[src/rtl/core/bth_pkg.sv]
// Shared types, codes and the pair ordering for the bounded top-K heap picker.
package bth_pkg;

  // Request function codes.
  typedef enum logic [1:0] {
    FUNC_OFFER = 2'd0,
    FUNC_DRAIN = 2'd1,
    FUNC_CLEAR = 2'd2,
    FUNC_RSVD  = 2'd3
  } func_t;

  // One held pair: key first so that the packed vector orders by key, then id.
  typedef struct packed {
    logic [31:0] key;
    logic [15:0] id;
  } entry_t;

  // Sequencer states.
  typedef enum logic [3:0] {
    S_IDLE,
    S_UP_RD,
    S_UP_CMP,
    S_ROOT_CMP,
    S_DN_RD,
    S_DN_CMP,
    S_SORT_RD,
    S_SORT_SWP,
    S_EMIT_RD,
    S_EMIT_WAIT,
    S_EMPTY
  } state_t;

  // True when pair a is strictly better (smaller key, then smaller id) than b.
  function automatic logic better(entry_t a, entry_t b);
    return {a.key, a.id} < {b.key, b.id};
  endfunction

endpackage

[src/rtl/core/bth_store.sv]
// Heap storage: one write port and two registered read ports.
module bth_store #(
  parameter int DEPTH = 64,
  parameter int AW    = 6
) (
  input  logic            clk,
  input  logic            wr_en,
  input  logic [AW-1:0]   wr_addr,
  input  bth_pkg::entry_t wr_data,
  input  logic [AW-1:0]   rd_addr_a,
  input  logic [AW-1:0]   rd_addr_b,
  output bth_pkg::entry_t rd_data_a,
  output bth_pkg::entry_t rd_data_b
);
  import bth_pkg::*;

  entry_t mem [DEPTH];

  // Write port.
  always_ff @(posedge clk) begin
    if (wr_en) begin
      mem[wr_addr] <= wr_data;
    end
  end

  // Two registered read ports.
  always_ff @(posedge clk) begin
    rd_data_a <= mem[rd_addr_a];
    rd_data_b <= mem[rd_addr_b];
  end

endmodule
[config.mk]
export PLATFORM = sky130hd
export DESIGN_NAME = bth_store
export DESIGN_NICKNAME = d
export VERILOG_FILES = /design/src/rtl/core/bth_pkg.sv /design/src/rtl/core/bth_store.sv
export SDC_FILE = /design/constraint.sdc
export NUM_CORES = 2
export LEC_CHECK = 0
export BUFFER_PORTS_ARGS = -buffer_cell sky130_fd_sc_hd__buf_4
export CORE_UTILIZATION = 60
export CTS_BUF_LIST = sky130_fd_sc_hd__clkbuf_8
export DETAILED_ROUTE_END_ITERATION = 8
export PLACE_DENSITY = 0.76
export SKIP_LAST_GASP = 1
export SLEW_MARGIN = 40
export SYNTH_ARGS = -nofsm -noshare
export SYNTH_HDL_FRONTEND = slang
export SYNTH_SLANG_ARGS = --single-unit
[constraint.sdc]
create_clock -name clk -period 10.39 [get_ports clk]
set_clock_uncertainty 0.1 [all_clocks]
set_input_delay 0.5195 -clock clk [delete_from_list [all_inputs] [get_ports clk]]
set_output_delay 0.5195 -clock clk [all_outputs]
set_load 0.005 [all_outputs]
==> reports/metrics.yaml <==
placed_design:
  io_buffers: 163
  hpwlAfterDp_um: 274000
  place.gp.congestion: 0.906
synth:
  synth_xor_area_share_pct: 0
  ys.warnings.count: 0
  synth_cells: 6738
  synth_fa_ha_area_share_pct: 0
  synth_edf_count: 3072
  ys_types: 48
  synth_compound_area_share_pct: 4.62
  synth_seq_area_share_pct: 66.8
  synth_seq_cells: 3168
  yosys.area_share.simple_pct: 1.67
  synth.avg_cell_area_um2: 20.9
  async_flop_share_pct: 0
  synth_nets: 6806
  synthMuxAreaShare_pct: 25.0
  synth_top_family_by_area: "multiplexers"
  syn_area_mm2: 0.141
  synthFlopType: "edfxtp_1"
layout:
  register_area_mm2: 0.0942
  fillers: 14500
  drive_above_1_share_pct: 36.5
  fin_nets: 7261
  multi_input_area_mm2: 0.0449
  area_growth_pct: 11.8
clock_network:
  cts_inserted_buffers: 533
  clkTransAtPathRegs_ns: 0.06
  cts_tree: "built"
  clk_path_buf_depth: 4
  cts_max_level: 6
  cts_sinks: 3168
  postCtsSetupRepairBufs: 0
  clock_latency_ns: 1.12
  cts-root-buf: "clkbuf_8"
timing:
  fmax_ghz: 0.268
  hold_viol: 0
  max-slew-margin-rel_pct: 25.0
  setup_viol: 0
  whs_ns: 0.105
  min_period_ns: 3.74
  min_period_over_period_pct: 36.0
  drv_slew: 0
  rsz0062_at_grt: "no"
  tns_ns: 0
  worst_pin_slew_ns: 1.12
worst_setup_path:
  crit_path_max_incr_delay_ns: 0.66
  end_kind: "flip-flop"
  worstPathMaxFanout: 24
  required_ns: 11.22
  slowest_stage: "nand2_2"
  cp.arrival_ns: 4.57
  path_cells: "dlygate4sd3_1 > buf_4 > buf_4 > nand2_2 > buf_4 > o221ai_1 > a31oi_1 > a21oi_1 > a221oi_1"
  worstSetupPathType: "input port to flip-flop"
  start_kind: "input port"
  crit_top_cell: "buf_4"
global_route:
  grt_remaining_overflow: 0
  grt_pass1_wl_um: 665000
  grt_pass1_vias: 84900
  antenna_found_initial: 53
  grt_usage_pct: 41.4
  grt_max_degree: 112
detailed_routing:
  routedWlPerCell_um: 45.0
  drtIter0Drc: 16300
  first_pass_iters: 6
  drt.antenna.violating_nets: 0
  vias_per_cell: 7.97
  vias: 85800
  drc: 0
  wirelength_um: 484000
floorplanning:
  core.rowCount: 177
  ioPinCount: 164
  fp.dieH_um: 487
  core_area_mm2: 0.233
  die_area_mm2: 0.237
  start_util_pct: 60.5
  fp.dieW_um: 487
pwr:
  power.density_mw_per_mm2: 172
  p_leak_nw: 49.5
  vdd_drop_max_mv: 0.211
status:
  outcome: "complete, no violations"
run:
  drv_cap: 0
hold_path:
  hold_path.class: "input port to flip-flop"
[layout by cell type (no fill, tap or decap), types with 13 or more instances in the layout]
master         netlist  routed
inv_1                0     176
bufinv_16            0      13
buf_6                7      36
mux2_2              13      13
a221oi_1            63      63
o21a_1              13      13
nor3_1              58      56
dlygate4sd3_1        0      52
o221ai_1            73      73
edfxtp_1          3072    3072
clkinvlp_4           0      16
nand3_1             26      24
nor2_4               0      65
nor2b_1             45      37
clkbuf_8             0     580
nand2_1            113     103
buf_4               78     327
o22a_1              29      29
clkinv_2             0      53
o22ai_1            336     336
a31oi_1             31      31
a211oi_1            29      28
diode_2              0      38
nor4_1              38      32
a22o_1              88      88
mux2i_1             56      56
buf_16               0      22
o21ai_0             44      44
a311oi_1            17      17
clkinv_1             0      90
mux4_2            1535    1535
nor2_1             140      73
dfxtp_1             96      96
buf_12               0      26
a22oi_1             95      95
a21oi_1             71      71
[report_power, final]
part | internal, mW | switching, mW | leakage (nW)
clock | 5.46 | 5.07 | 5.68
combinational | 0.892 | 1.36 | 15.4
sequential | 14.2 | 0.149 | 28.4
total | 20.5 | 6.58 | 49.5
[cells in the mapped netlist (44+ instances only)]
cell | count | area share [%]
a21oi_1 | 71 | 0.25
a221oi_1 | 63 | 0.39
a22o_1 | 88 | 0.55
a22oi_1 | 95 | 0.51
buf_1 | 55 | 0.15
buf_2 | 156 | 0.55
buf_4 | 78 | 0.42
clkbuf_1 | 254 | 0.68
dfxtp_1 | 96 | 1.4
edfxtp_1 | 3072 | 65
mux2i_1 | 56 | 0.40
mux4_2 | 1535 | 25
nand2_1 | 113 | 0.30
nor2_1 | 140 | 0.37
nor2b_1 | 45 | 0.20
nor3_1 | 58 | 0.21
o21ai_0 | 44 | 0.16
o221ai_1 | 73 | 0.45
o22ai_1 | 336 | 1.5
[cell type report]
cell class,instances,area share (%)
Antenna cell,38,0.0604
Clock buffer,580,5.07
Clock inverter,357,1.18
Inverter,1,0.00238
Multi-Input combinational cell,3017,28.5
Sequential cell,3168,59.8
Tap cell,3132,2.49
Timing Repair Buffer,472,2.95
[worst paths after layout]
path	start	end	slack (ns)	cells after the start
worst min register to register	mem[52][2]	rd_data_a[2]	0.79	4
worst max register to register	mem[13][34]	rd_data_b[34]	7.97	4
worst min-delay path	rd_addr_a[1]	rd_data_a[43]	0.10	5
worst max-delay path	rd_addr_a[4]	rd_data_a[4]	6.65	9
[metrics by stage]
| stage | power [mW] | instance area (µm²) | cells | utilization, % | worst slack (ns) |
|---|---|---|---|---|---|
| final | 27.1 | 158000 | 10800 | 67.6 | 6.65 |
| after global placement | 16.7 | 146000 | 9703 | 62.7 | 5.48 |
| after CTS | 27.0 | 157000 | 10700 | 67.5 | 6.93 |
| after global routing | 27.7 | 157000 | 10700 | 67.6 | 6.68 |
| after floorplan | 15.7 | 141000 | 6738 | - | 5.49 |
| after detailed placement | 16.7 | 147000 | 9726 | 63.0 | 5.94 |
[per-layer routing]
| metal | wire length, µm | vias up | global-route usage, % |
|---|---|---|---|
| met1 | 148000 | 44000 | 53.8 |
| met3 | 86000 | 1846 | 16.0 |
| met5 | 612 | - | 0.245 |
| li1 | - | 31000 | - |
| met2 | 210000 | 8951 | 58.2 |
| met4 | 39400 | 42 | 27.9 |
[timing repair]
| item | 4_1_cts | 5_1_grt |
|---|---|---|
| endpoints found under the hold margin | 3109 | 0 |
| gates resized for setup | 0 | 0 |
| hold buffers | 52 | 0 |
[kinds of logic after synthesis]
group           Yosys count
simple gates            490
compound gates          923
buf+inv                 553
mux                    1604
flops                  3168
[worst max-delay path, delay by kind of cell]
kind	cells	cell delay, ns
AOI/OAI and AO/OA	4	1.02
buffers and inverters	4	2.24
and+or+nand+nor	1	0.66
[sequential cells by signal, indices dropped and copies added (netlist names)]
register / flops
mem: 3072
rd_data_b: 48
rd_data_a: 48
Power figures use the tool's default switching activity.
